==> src/sv/assert_macros.svh <==
// Assertion macros for the RTL file that checks its own logic.
`ifndef ASSERT_MACROS_SVH
`define ASSERT_MACROS_SVH

// Check that a condition is true at every clock edge outside reset.
`define ASSERT_HOLDS(label, clk, rst, cond) \
  label: assert property (@(posedge clk) disable iff (rst) (cond)) \
    else $error("assertion failed: condition does not hold");

// Check that a condition in one cycle implies another one in the next cycle.
`define ASSERT_NEXT(label, clk, rst, ante, cons) \
  label: assert property (@(posedge clk) disable iff (rst) (ante) |=> (cons)) \
    else $error("assertion failed: expected follow-up missing");

// Check that a condition implies another one in the same cycle.
`define ASSERT_IMPLIES(label, clk, rst, ante, cons) \
  label: assert property (@(posedge clk) disable iff (rst) (ante) |-> (cons)) \
    else $error("assertion failed: implication violated");

`endif

==> src/sv/lrupr_pkg.sv <==
// Shared constants and types of the LRU page replacement block.
`default_nettype none

package lrupr_pkg;

  localparam int FRAMES_DEF    = 4;
  localparam int PAGE_BITS_DEF = 10;
  localparam int COUNT_BITS    = 32;

  // Decision for one request, passed from the lookup to the frame store.
  typedef struct packed {
    logic hit;    // page resident, promote the frame
    logic evict;  // no empty frame, replace the least recent one
  } ctl_t;

endpackage

`default_nettype wire

==> src/sv/lrupr_lookup.sv <==
// Frame lookup: hit compare, first empty frame and least recent victim.
`default_nettype none

module lrupr_lookup #(
  parameter int FRAMES    = lrupr_pkg::FRAMES_DEF,
  parameter int PAGE_BITS = lrupr_pkg::PAGE_BITS_DEF
) (
  input  wire logic [PAGE_BITS-1:0]       req_page,
  input  wire logic [FRAMES-1:0]          frame_valid,
  input  wire logic [PAGE_BITS-1:0]       frame_page [FRAMES],
  input  wire logic [$clog2(FRAMES)-1:0]  frame_rank [FRAMES],
  output lrupr_pkg::ctl_t                 ctl,
  output logic      [$clog2(FRAMES)-1:0]  slot,
  output logic      [PAGE_BITS-1:0]       victim_page
);

  localparam int SLOT_BITS = $clog2(FRAMES);
  localparam logic [SLOT_BITS-1:0] RANK_LAST = SLOT_BITS'(FRAMES - 1);

  logic                 hit_found;
  logic [SLOT_BITS-1:0] hit_idx;
  logic                 empty_found;
  logic [SLOT_BITS-1:0] empty_idx;
  logic [SLOT_BITS-1:0] victim_idx;
  logic [PAGE_BITS-1:0] victim_sel;

  // Scan from the top down so the lowest index wins each search.
  always_comb begin
    hit_found   = 1'b0;
    hit_idx     = '0;
    empty_found = 1'b0;
    empty_idx   = '0;
    victim_idx  = '0;
    victim_sel  = frame_page[0];
    for (int i = FRAMES - 1; i >= 0; i--) begin
      if (frame_valid[i] && (frame_page[i] == req_page)) begin
        hit_found = 1'b1;
        hit_idx   = SLOT_BITS'(i);
      end
      if (!frame_valid[i]) begin
        empty_found = 1'b1;
        empty_idx   = SLOT_BITS'(i);
      end
      if (frame_valid[i] && (frame_rank[i] == RANK_LAST)) begin
        victim_idx = SLOT_BITS'(i);
        victim_sel = frame_page[i];
      end
    end
  end

  always_comb begin
    ctl.hit     = hit_found;
    ctl.evict   = !hit_found && !empty_found;
    victim_page = victim_sel;
    priority if (hit_found) begin
      slot = hit_idx;
    end else if (empty_found) begin
      slot = empty_idx;
    end else begin
      slot = victim_idx;
    end
  end

endmodule

`default_nettype wire

==> src/sv/lrupr_frames.sv <==
// Frame store: valid marks, page numbers and recency ranks with their update.
`default_nettype none

module lrupr_frames #(
  parameter int FRAMES    = lrupr_pkg::FRAMES_DEF,
  parameter int PAGE_BITS = lrupr_pkg::PAGE_BITS_DEF
) (
  input  wire logic                       clk,
  input  wire logic                       rst,
  input  wire logic                       upd,
  input  wire lrupr_pkg::ctl_t            ctl,
  input  wire logic [$clog2(FRAMES)-1:0]  slot,
  input  wire logic [PAGE_BITS-1:0]       req_page,
  output logic      [FRAMES-1:0]          frame_valid,
  output logic      [PAGE_BITS-1:0]       frame_page [FRAMES],
  output logic      [$clog2(FRAMES)-1:0]  frame_rank [FRAMES]
);

  localparam int SLOT_BITS = $clog2(FRAMES);

  logic [SLOT_BITS-1:0] hit_rank;

  assign hit_rank = frame_rank[slot];

  always_ff @(posedge clk) begin
    if (rst) begin
      frame_valid <= '0;
      for (int i = 0; i < FRAMES; i++) begin
        frame_page[i] <= '0;
        frame_rank[i] <= '0;
      end
    end else if (upd) begin
      for (int i = 0; i < FRAMES; i++) begin
        if (SLOT_BITS'(i) == slot) begin
          // Promote or refill the chosen frame.
          frame_rank[i] <= '0;
          if (!ctl.hit) begin
            frame_valid[i] <= 1'b1;
            frame_page[i]  <= req_page;
          end
        end else if (frame_valid[i]) begin
          // Age the others; on a hit only those that were more recent.
          if (!ctl.hit || (frame_rank[i] < hit_rank)) begin
            frame_rank[i] <= frame_rank[i] + 1'b1;
          end
        end
      end
    end
  end

endmodule

`default_nettype wire

==> src/sv/lru_page_replacement.sv <==
// Top level of the LRU page replacement block: request and result registers.
// Result: each accepted request sets req_valid, then raises done for one cycle.
// Throughput: one request per cycle while busy is low; the frame lookup and rank
//   update sit between the request register and the result register.
// Reset: synchronous rst empties all frames, clears the eviction count and holds
//   busy high until a clock edge with rst low. The receiver cannot stall.
`default_nettype none
`include "assert_macros.svh"

module lru_page_replacement #(
  parameter int FRAMES    = lrupr_pkg::FRAMES_DEF,
  parameter int PAGE_BITS = lrupr_pkg::PAGE_BITS_DEF
) (
  input  wire logic                             clk,
  input  wire logic                             rst,
  input  wire logic                             start,
  output logic                                  busy,
  input  wire logic [PAGE_BITS-1:0]             page,
  output logic                                  done,
  output logic                                  hit,
  output logic [$clog2(FRAMES)-1:0]             slot,
  output logic                                  evicted_valid,
  output logic [PAGE_BITS-1:0]                  evicted_page,
  output logic [lrupr_pkg::COUNT_BITS-1:0]      eviction_count
);

  localparam int SLOT_BITS = $clog2(FRAMES);
  localparam logic [lrupr_pkg::COUNT_BITS-1:0] COUNT_MAX = '1;

  // Request register: the page that the lookup works on this cycle.
  logic                 req_valid;
  logic [PAGE_BITS-1:0] req_page;

  // Frame state and the decision for the current request.
  logic [FRAMES-1:0]    frame_valid;
  logic [PAGE_BITS-1:0] frame_page [FRAMES];
  logic [SLOT_BITS-1:0] frame_rank [FRAMES];
  lrupr_pkg::ctl_t      ctl;
  logic [SLOT_BITS-1:0] sel_slot;
  logic [PAGE_BITS-1:0] victim_page;

  logic accept;

  assign accept = start && !busy;

  // Hold busy high through reset, drop it once the block is clean.
  always_ff @(posedge clk) begin
    if (rst) begin
      busy <= 1'b1;
    end else begin
      busy <= 1'b0;
    end
  end

  // Capture each accepted request; the page needs no reset.
  always_ff @(posedge clk) begin
    if (rst) begin
      req_valid <= 1'b0;
    end else begin
      req_valid <= accept;
    end
  end

  always_ff @(posedge clk) begin
    if (accept) begin
      req_page <= page;
    end
  end

  lrupr_lookup #(
    .FRAMES    (FRAMES),
    .PAGE_BITS (PAGE_BITS)
  ) u_lookup (
    .req_page    (req_page),
    .frame_valid (frame_valid),
    .frame_page  (frame_page),
    .frame_rank  (frame_rank),
    .ctl         (ctl),
    .slot        (sel_slot),
    .victim_page (victim_page)
  );

  lrupr_frames #(
    .FRAMES    (FRAMES),
    .PAGE_BITS (PAGE_BITS)
  ) u_frames (
    .clk         (clk),
    .rst         (rst),
    .upd         (req_valid),
    .ctl         (ctl),
    .slot        (sel_slot),
    .req_page    (req_page),
    .frame_valid (frame_valid),
    .frame_page  (frame_page),
    .frame_rank  (frame_rank)
  );

  // Result strobe: one pulse per request, registered in the cycle after the lookup.
  always_ff @(posedge clk) begin
    if (rst) begin
      done <= 1'b0;
    end else begin
      done <= req_valid;
    end
  end

  // Result payload; evicted_page reads zero when nothing was replaced.
  always_ff @(posedge clk) begin
    if (req_valid) begin
      hit           <= ctl.hit;
      slot          <= sel_slot;
      evicted_valid <= ctl.evict;
      evicted_page  <= ctl.evict ? victim_page : '0;
    end
  end

  // Eviction counter doubles as the result field; advance on each
  // replacement and saturate at all ones.
  always_ff @(posedge clk) begin
    if (rst) begin
      eviction_count <= '0;
    end else if (req_valid && ctl.evict && (eviction_count != COUNT_MAX)) begin
      eviction_count <= eviction_count + 1'b1;
    end
  end

  `ASSERT_NEXT(a_result_follows, clk, rst, req_valid, done)
  `ASSERT_IMPLIES(a_hit_no_evict, clk, rst, done, !(hit && evicted_valid))
  `ASSERT_IMPLIES(a_evict_counted, clk, rst, done && evicted_valid, eviction_count != '0)
  `ASSERT_IMPLIES(a_no_victim_page, clk, rst, done && !evicted_valid, evicted_page == '0)

endmodule

`default_nettype wire
==> config.mk <==
export PLATFORM = sky130hd
export DESIGN_NAME = lru_page_replacement
export DESIGN_NICKNAME = d
export VERILOG_FILES = /design/src/sv/lrupr_pkg.sv /design/src/sv/lrupr_lookup.sv /design/src/sv/lrupr_frames.sv /design/src/sv/lru_page_replacement.sv
export VERILOG_INCLUDE_DIRS = /design/src /design/src/sv
export SDC_FILE = /design/constraint.sdc
export NUM_CORES = 1
export LEC_CHECK = 0
export BUFFER_PORTS_ARGS = -buffer_cell sky130_fd_sc_hd__buf_2
export CELL_PAD_IN_SITES_DETAIL_PLACEMENT = 0
export CELL_PAD_IN_SITES_GLOBAL_PLACEMENT = 1
export CORE_ASPECT_RATIO = 1.2
export CORE_MARGIN = 10
export CORE_UTILIZATION = 41
export CTS_CLUSTER_DIAMETER = 40
export CTS_CLUSTER_SIZE = 20
export DETAILED_ROUTE_END_ITERATION = 8
export HOLD_SLACK_MARGIN = 0.12
export PLACE_DENSITY_LB_ADDON = 0.1
export SETUP_SLACK_MARGIN = 0.15
export SLEW_MARGIN = 20
export SYNTH_ARGS = -nofsm -noshare
export SYNTH_HDL_FRONTEND = slang
export SYNTH_SLANG_ARGS = --single-unit
==> constraint.sdc <==
create_clock -name clk -period 3.7 [get_ports clk]
set_input_delay 1.11 -clock clk [delete_from_list [all_inputs] [get_ports clk]]
set_output_delay 1.11 -clock clk [all_outputs]
set_load 0.02 [all_outputs]
==> summary.md, run 1 <==
| Metric | Value |
|---|---|
| Period utilisation layout | 90.3% |
| Synth Flop Type | dfxtp_1 |
| Design area | 6310 um2 |
| Post-synth EDFFs | 24 |
| Syn avg cell area | 9.56 um2 |
| Crit Path Max Fanout | 10 |
| Mapped cell area | 5600 um2 |
| CTS max path bufs | 2 |
| Chip width | 127 um |
| Met3 usage | 3.73% |
| Hold Fails Final Rpt | 0 |
| Slew Viols, Final | 0 |
| FF-to-FF path depth | 9 |
| Via/cell ratio | 5.42 |
| LEAKAGE | 2.25 nW |
| Origin of the critical flop-to-flop path | req_page[5] |
| Critical Path Start Type | flip-flop |
| Routed wire length | 14600 um |
| Max_slew headroom | 38.5% |
| Maximum level of the CTS H-tree | 3 |
| Global-route wire length before repair | 23900 um |
| Post-Place Setup Slack | 422 ps |
| Fmax achieved | 299 MHz |
| Critical path type | flip-flop to flip-flop |
| Diodes inserted | 0 |
| Initial Util | 42.1% |
| Cell Count, Final, Fillers Out | 809 |
| Clock root buffer | clkbuf_16 |
| Gr ovfl total | 0 |
| DP HPWL | 10600 um |
| Die boundary height | 148 um |
| Final core occ | 47.5% |
| Slew at the pin closest to its max-slew limit | 923 ps |
| GR Util All Layers | 15.5% |
| Sink of the worst hold path | eviction_count[10] |
| Layout cell share with drive strength beyond 1 | 16.8% |
| GR Util met2 | 24.9% |
| Final setup margin | 359 ps |
| Post-layout net count | 654 |
| Antenna violation net count after detailed routing | 0 |
| CTS sink cnt | 111 |
| Arrival @ worst endpoint | 3550 ps |
| Number of core rows | 46 |
| Antenna violations before repair | 1 |
| Count of cell types in the netlist | 55 |
| Largest net degree at the start of global routing | 50 |
| Syn. warnings | 0 |
| Setup violators final | 0 |
| Iteration-0 DRC Markers | 273 |
| Filler cell count | 1295 |
| RSZ-0062 raised after global routing | false |
| Total negative setup slack | 0 ps |
| Endpoint type of the worst setup path | flip-flop |
| First-pass DRT Iterations | 4 |
| Worst VDD drop | 215 uV |
| Clk Latency, worst-skew pair | 360 ps |
| DRC viols | 0 |
| DP Area | 6010 um2 |
| DR vias | 4383 |
| Port Buf Inserts | 60 |
| Commonest non-fill, non-tap cells in the layout | 93 x nor2_1, 87 x dfxtp_1, 60 x buf_2 |
| Clock-pin slew on the worst setup and hold paths | 80 ps |
| Status | complete, no violations |
| Required @ worst endpoint | 3910 ps |
| Post-layout min period | 3340 ps |
| Setup Fix Bufs, Post-CTS | 0 |
| Cts hold-fix bufs | 0 |
| Syn Nets | 604 |
| Worst Hold Class | flip-flop to flip-flop |
| Routed len/inst | 18.0 um |
| CTS tree | built |
| Post_cts resized | 0 |
| Hold Crit Start | eviction_count[10] |
| Die area | 18800 um2 |
| Post-Place Cells | 793 |
| RR Endpoint | eviction_count[23] |
| CTS buffer count | 9 |
| Async SR Flop Fraction | 0% |
| GR peak layer | met2 |
| Commonest non-fill, non-tap cell in the layout | nor2_1 |
| Power density over the cells | 374 nW/um2 |
| Met1 Use GR | 20.1% |
| # Max-Cap Violations | 0 |
| Synth Instances | 586 |
| Vias in the first global route | 4427 |
| Ports | 61 |
| CORE AREA | 13300 um2 |
| Worst R2R Setup Slack | 360 ps |
| Area Overhead vs Synth | 12.6% |
| #FFs+latches synth | 111 |
| Final Wtd Congestion | 0.918 |
| Hold Path Depth | 2 |
| Share of the yosys chip area belonging to registers | 43.9% |
| Clock Skew | 8.95 ps |
-- cells by family after synthesis --
family                   synth area share, %
multiplexers                            8.04
adder cells (fa/ha/maj)                 1.12
flip-flops                              43.9
AO/OA/AOI/OAI                           10.0
AND/OR/NAND/NOR                         20.5
XOR/XNOR                                11.4
buffers and inverters                   4.94
-- final cells by class --
cell class,count,area [um2],share of cell area [%]
Multi-Input combinational cell,424,2870,45.5
Sequential cell,111,2460,39.0
Timing Repair Buffer,74,405,6.42
Clock buffer,9,225,3.57
Tap cell,168,210,3.33
Clock inverter,7,77.6,1.23
Inverter,16,60.1,0.952
-- critical path: stages (launching register included) --
cell and delay, ps:
edfxtp_1 580, xnor2_1 230, nand4_1 170, nor3_1 150, nor4_4 570, nand4_1 380
nor3_1 660, and3_1 260, xnor2_1 120, nor2_1 50
-- synthesized netlist by cell type (2+ instances only) --
master    count  area (um2)
a211oi_1      6        45.0
a21oi_1      18        90.1
a221o_1       7        70.1
a311oi_1      4        35.0
a31o_2        2        17.5
and2_1        4        25.0
and3_1        7        43.8
and4_1        6        52.6
buf_2         5        25.0
buf_4         3        22.5
buf_6         9         101
clkbuf_1     17        63.8
dfxtp_1      87        1740
edfxtp_1     24         721
ha_1          5        62.6
inv_1        16        60.1
mux2i_1      45         450
nand2_1      23        86.3
nand2b_1      2        12.5
nand3_1      26         130
nand4_1      21         131
nor2_1       93         349
nor2b_1       4        25.0
nor3_1       21         105
nor3_2        2        20.0
nor3b_1       4        30.0
o2111a_1      4        45.0
o21ai_0      12        60.1
o22ai_1       9        56.3
o41ai_1       5        43.8
or3_1         8        50.1
xnor2_1      43         377
xnor2_2       8         130
xor2_1       15         131
-- flip-flops by register name, indices dropped and copies added (netlist names) --
| signal | cells |
|---|---|
| evicted_page | 10 |
| u_frames.frame_rank | 8 |
| done | 1 |
| req_page | 10 |
| busy | 1 |
| slot | 2 |
| u_frames.frame_page | 40 |
| eviction_count | 32 |
| hit | 1 |
| req_valid | 1 |
| evicted_valid | 1 |
| u_frames.frame_valid | 4 |
-- metal layers --
metal / vias to the layer above / routed length (um)
met2: 112 / 6780
met3: 13 / 765
met5: - / 20
li1: 2189 / -
met4: 2 / 199
met1: 2067 / 6830
-- worst max path at each step --
stage	start	endpoint	slack [ps]	cells past startpoint
after global routing	req_page[5]	eviction_count[25]	190	9
after detailed placement	req_page[5]	eviction_count[21]	420	9
after global placement	req_page[5]	eviction_count[23]	430	9
after CTS	req_page[5]	eviction_count[21]	380	9
final	req_page[5]	eviction_count[23]	360	9
after floorplan	req_page[0]	u_frames.frame_page[19]	1070	10
-- stage by stage --
step | total power, W | hold WS (ps)
after floorplan | 0.00138 | 481
after global placement | 0.00141 | 495
after detailed placement | 0.00141 | 498
after CTS | 0.00239 | 512
after global routing | 0.00246 | 528
final | 0.00236 | 510
-- where the power goes --
group	total (W)	switching (W)	leakage, nW	internal (W)
clock network	0.000977	0.000497	0.146	0.000480
logic	0.000110	0.0000657	1.17	0.0000447
registers	0.00127	0.0000240	0.929	0.00125
Note: power is estimated with default switching activity, not from simulation.
==> run 2, diff against run 1 <==
- REMOVE_ABC_BUFFERS: not set -> 1
==> summary.md, run 2 (synthesis gave the netlist of run 1 again) <==
| Metric | Value |
|---|---|
| Routed len/inst | 18.0 um (about the same) |
| Final Wtd Congestion | 0.864 (-5.9%) |
| First-pass DRT Iterations | 5 (+1) |
| Cell Count, Final, Fillers Out | 811 (+0.25%) |
| RSZ-0062 raised after global routing | false |
| Hold Path Depth | 2 (unchanged) |
| Largest reg by FF count | u_frames.frame_page |
| Area Overhead vs Synth | 13.2% |
| Area of the multi-input gates | 2870 um2 (unchanged) |
| Status | complete, no violations |
| Max FFs per register | 40 (unchanged) |
| Worst Hold Class | flip-flop to flip-flop |
| # Max-Cap Violations | 0 (unchanged) |
| Filler cell count | 1286 (-0.69%) |
| Total negative setup slack | 0 ps (unchanged) |
| Number of core rows | 46 (unchanged) |
| Maximum level of the CTS H-tree | 3 (unchanged) |
| LEAKAGE | 2.27 nW (+0.96%) |
| Initial Util | 42.1% (unchanged) |
| CTS tree | built |
| Die boundary height | 148 um (unchanged) |
| Largest regs | u_frames.frame_page: 40 flops, eviction_count: 32 flops |
| Commonest non-fill, non-tap cell in the layout | nor2_1 |
| Clk Latency, worst-skew pair | 360 ps (about the same) |
| CTS max path bufs | 2 (unchanged) |
| Crit Path Max Fanout | 8 (-2) |
| Clock root buffer | clkbuf_16 |
| Fmax achieved | 311 MHz (+4.0%) |
| Chip width | 127 um (unchanged) |
| Endpoint type of the worst setup path | flip-flop |
| Origin of the critical flop-to-flop path | req_page[4] |
| Max_slew headroom | 34.6% (-3.8 points) |
| Global-route wire length before repair | 23500 um (-1.9%) |
| Worst VDD drop | 330 uV (+54%) |
| Via/cell ratio | 5.43 (+0.14%) |
| Slew at the pin closest to its max-slew limit | 980 ps (+57.5 ps) |
| Period utilisation layout | 86.8% (-3.5 points) |
| Setup Fix Bufs, Post-CTS | 0 (unchanged) |
| Post-Place Cells | 795 (+0.25%) |
| Setup violators final | 0 (unchanged) |
| Critical Path Start Type | flip-flop |
| Commonest non-fill, non-tap cells in the layout | 93 x nor2_1, 87 x dfxtp_1, 60 x buf_2 |
| Iteration-0 DRC Markers | 210 (-23%) |
| Hold Fails Final Rpt | 0 (unchanged) |
| Layout cell share with drive strength beyond 1 | 17.0% (+0.10 points) |
| Port Buf Inserts | 60 (unchanged) |
| Hold Crit Start | eviction_count[6] |
| Routed wire length | 14600 um (+0.20%) |
| Critical path type | flip-flop to flip-flop |
| DR vias | 4400 (+0.39%) |
| Worst setup path start | req_page[4] |
| Antenna violation net count after detailed routing | 0 (unchanged) |
| Post-layout net count | 656 (+0.31%) |
| Vias in the first global route | 4477 (+1.1%) |
| Reg area | 2460 um2 (unchanged) |
| CTS sink cnt | 111 (unchanged) |
| CORE AREA | 13300 um2 (unchanged) |
| Antenna violations before repair | 0 (-1) |
| Slew Viols, Final | 0 (unchanged) |
| Ports | 61 (unchanged) |
| Post_cts resized | 0 (unchanged) |
| Largest net degree at the start of global routing | 53 (+6.0%) |
| Power density over the cells | 385 nW/um2 (+2.8%) |
| Arrival @ worst endpoint | 3460 ps (-90 ps) |
| FF-to-FF path depth | 9 (unchanged) |
| Die area | 18800 um2 (unchanged) |
| Diodes inserted | 0 (unchanged) |
| GR Util All Layers | 15.5% (-0.066 points) |
| Cts hold-fix bufs | 0 (unchanged) |
| Post-layout min period | 3210 ps (-129 ps) |
| DP HPWL | 10500 um (-0.76%) |
| CTS buffer count | 9 (unchanged) |
| DRC viols | 0 (unchanged) |
| Required @ worst endpoint | 3950 ps (+40 ps) |
| Clock Skew | 12.3 ps (+3.31 ps) |
| Gr ovfl total | 0 (unchanged) |
| Clock-pin slew on the worst setup and hold paths | 70 ps (about the same) |
## run 2: metal layers
layer	vias up	global-route usage [%]	routed length [um]
li1	2192	-	-
met1	2093	17.5	6340
met2	94	27.3	7370
met3	21	2.95	557
met4	0	7.13	358
met5	-	0	0
## run 2: area by class of cell
class,count,area share [%]
Clock buffer,10,3.61
Inverter,16,0.947
Clock inverter,6,1.44
Sequential cell,111,38.8
Multi-Input combinational cell,424,45.2
Tap cell,168,3.31
Timing Repair Buffer,76,6.63
## run 2: per-stage QoR
stage                     area, um2  util, %  hold WS (ps)  setup slack, ps  total power, W
final                          6340     47.7           495              488         0.00244
after global routing           6340     47.7           546              167         0.00253
after CTS                      6340     47.7           499              417         0.00247
after detailed placement       6020     45.3           486              443         0.00141
after global placement         6020     45.3           475              396         0.00141
after floorplan                5390        -           480              594         0.00136
## run 2: worst paths after layout
check	slack, ps	end
setup / recovery	490	u_frames.frame_rank[7]
setup reg to reg	490	u_frames.frame_rank[7]
hold / removal	500	eviction_count[6]
hold reg to reg	500	eviction_count[6]
## run 2: power breakdown
part	leakage (nW)	internal, W	switching (W)	total, W
sequential	0.929	0.00125	0.0000224	0.00127
combinational	1.18	0.0000461	0.0000672	0.000113
clock	0.157	0.000599	0.000455	0.00105
## run 2: critical path, cell delays in order, from the launching register on
cell and delay, ps:
edfxtp_1 560, xnor2_1 360, nand4_1 150, nor3_1 690
nor3_1 100, o21a_1 200, a211oi_1 500, o2111a_1 340
or4_1 150, nand2_1 50
==> run 3, diff against run 2 <==
- BUFFER_PORTS_ARGS: -buffer_cell sky130_fd_sc_hd__buf_2 -> -buffer_cell sky130_fd_sc_hd__buf_4
==> summary.md, run 3 (synthesis gave the netlist of run 1 again) <==
| Metric | Value |
|---|---|
| Endpoint type of the worst setup path | flip-flop |
| Crit Path Max Fanout | 10 (+2) |
| Post-Place Cells | 790 (-0.63%) |
| Commonest non-fill, non-tap cell in the layout | nor2_1 |
| GR Util All Layers | 15.6% (+0.13 points) |
| Ports | 61 (unchanged) |
| RSZ-0062 raised after global routing | false |
| Status | complete, no violations |
| Design Power | 0.00245 W (+0.29%) |
| Power density over the cells | 378 nW/um2 (-1.6%) |
| Reg area | 2460 um2 (unchanged) |
| Required @ worst endpoint | 3910 ps (-40 ps) |
| Routed len/inst | 18.2 um (+0.94%) |
| CTS tree | built |
| Routed wire length | 14700 um (+0.32%) |
| Clock Skew | 8.27 ps (-3.99 ps) |
| Largest reg by FF count | u_frames.frame_page |
| Post-layout net count | 651 (-0.76%) |
| # Max-Cap Violations | 0 (unchanged) |
| CTS sink cnt | 111 (unchanged) |
| Setup Fix Bufs, Post-CTS | 0 (unchanged) |
| Initial Util | 42.1% (unchanged) |
| Largest regs | u_frames.frame_page: 40 flops, eviction_count: 32 flops |
| DP HPWL | 10100 um (-3.5%) |
| Antenna violations before repair | 0 (unchanged) |
| Antenna violation net count after detailed routing | 0 (unchanged) |
| First-pass DRT Iterations | 4 (-1) |
| Hold Fails Final Rpt | 0 (unchanged) |
| Slew at the pin closest to its max-slew limit | 1020 ps (+40.5 ps) |
| Max_slew headroom | 31.9% (-2.7 points) |
| Area of the multi-input gates | 2870 um2 (+0.17%) |
| Die boundary height | 148 um (unchanged) |
| Diodes inserted | 0 (unchanged) |
| Clock root buffer | clkbuf_16 |
| WHS | 511 ps (+15.5 ps) |
| Chip width | 127 um (unchanged) |
| Iteration-0 DRC Markers | 245 (+17%) |
| Port Buf Inserts | 60 (unchanged) |
| Layout cell share with drive strength beyond 1 | 16.5% (-0.49 points) |
| Arrival @ worst endpoint | 3450 ps (about the same) |
| Clk Latency, worst-skew pair | 360 ps (about the same) |
| Die area | 18800 um2 (unchanged) |
| Maximum level of the CTS H-tree | 3 (unchanged) |
| CORE AREA | 13300 um2 (unchanged) |
| Worst VDD drop | 255 uV (-23%) |
| Via/cell ratio | 5.42 (about the same) |
| Number of core rows | 46 (unchanged) |
| Final core occ | 48.6% (+0.94 points) |
| Slew Viols, Final | 0 (unchanged) |
| Global-route wire length before repair | 23800 um (+1.6%) |
| Final Wtd Congestion | 0.885 (+2.4%) |
| Commonest non-fill, non-tap cells in the layout | 93 x nor2_1, 87 x dfxtp_1, 71 x buf_4 |
| Critical Path Start Type | flip-flop |
| Critical path type | flip-flop to flip-flop |
| Worst Hold Class | flip-flop to flip-flop |
| Max FFs per register | 40 (unchanged) |
| Fmax achieved | 308 MHz (-0.99%) |
| Vias in the first global route | 4434 (-0.96%) |
| Area Overhead vs Synth | 15.4% |
| Post-layout min period | 3240 ps (+32.0 ps) |
| Clock-pin slew on the worst setup and hold paths | 70 ps (about the same) |
| Filler cell count | 1277 (-0.70%) |
| CTS buffer count | 9 (unchanged) |
| Period utilisation layout | 87.7% (+0.87 points) |
| Largest net degree at the start of global routing | 96 (+81%) |
| DR vias | 4372 (-0.64%) |
| Setup violators final | 0 (unchanged) |
| Total negative setup slack | 0 ps (unchanged) |
| Cell Count, Final, Fillers Out | 806 (-0.62%) |
| CTS max path bufs | 2 (unchanged) |
| LEAKAGE | 2.27 nW (about the same) |
| Gr ovfl total | 0 (unchanged) |
| DRC viols | 0 (unchanged) |
[run 3: path summary, 6_finish.rpt]
check / startpoint / to / slack [ps] / cells past startpoint
worst min-delay path: eviction_count[9] / eviction_count[9] / 510 / 2
worst min register to register: eviction_count[9] / eviction_count[9] / 510 / 2
worst max register to register: req_page[5] / eviction_count[30] / 460 / 9
worst max-delay path: req_page[5] / eviction_count[30] / 460 / 9
[run 3: per-stage QoR]
step	setup slack, ps	area, um2
3_5_place_dp	390	6130
5_1_grt	196	6470
4_1_cts	381	6460
3_3_place_gp	436	6130
2_1_floorplan	594	5390
6_report	456	6470
[run 3: timing repair]
item                       CTS  global route
resized for setup            0             1
setup endpoints to repair    0             2
hold buffers                 0             0
[run 3: power by group]
group	internal, W	switching [W]	total [W]
Clock	0.000607	0.000451	0.00106
Combinational	0.0000489	0.0000672	0.000116
Sequential	0.00125	0.0000222	0.00127
Total	0.00191	0.000540	0.00245
[run 3: area by class of cell]
type | instances | area share [%]
multi-input cells | 424 | 44.4
clock inverters | 4 | 0.754
repair buffers | 71 | 8.24
clock buffers | 12 | 4.31
well taps | 168 | 3.25
flip-flops and latches | 111 | 38.1
inverters | 16 | 0.929
[run 3: critical path, stage by stage, from the launching register on]
cell,delay [ps]
edfxtp_1,560
xnor2_1,220
nand4_1,200
nor3_1,160
nor4_4,560
nand4_1,430
nor3_1,560
nand3_1,170
xor2_1,180
nor2_1,50
[run 3: routing by layer]
| layer | part of all wire [%] | global-route usage, % | vias to the layer above |
|---|---|---|---|
| met3 | 4.1 | 3.34 | 18 |
| met2 | 49 | 26.4 | 88 |
| met4 | 1.9 | 6.27 | 0 |
| met5 | 0 | 0 | - |
| li1 | - | - | 2189 |
| met1 | 45 | 18.8 | 2077 |
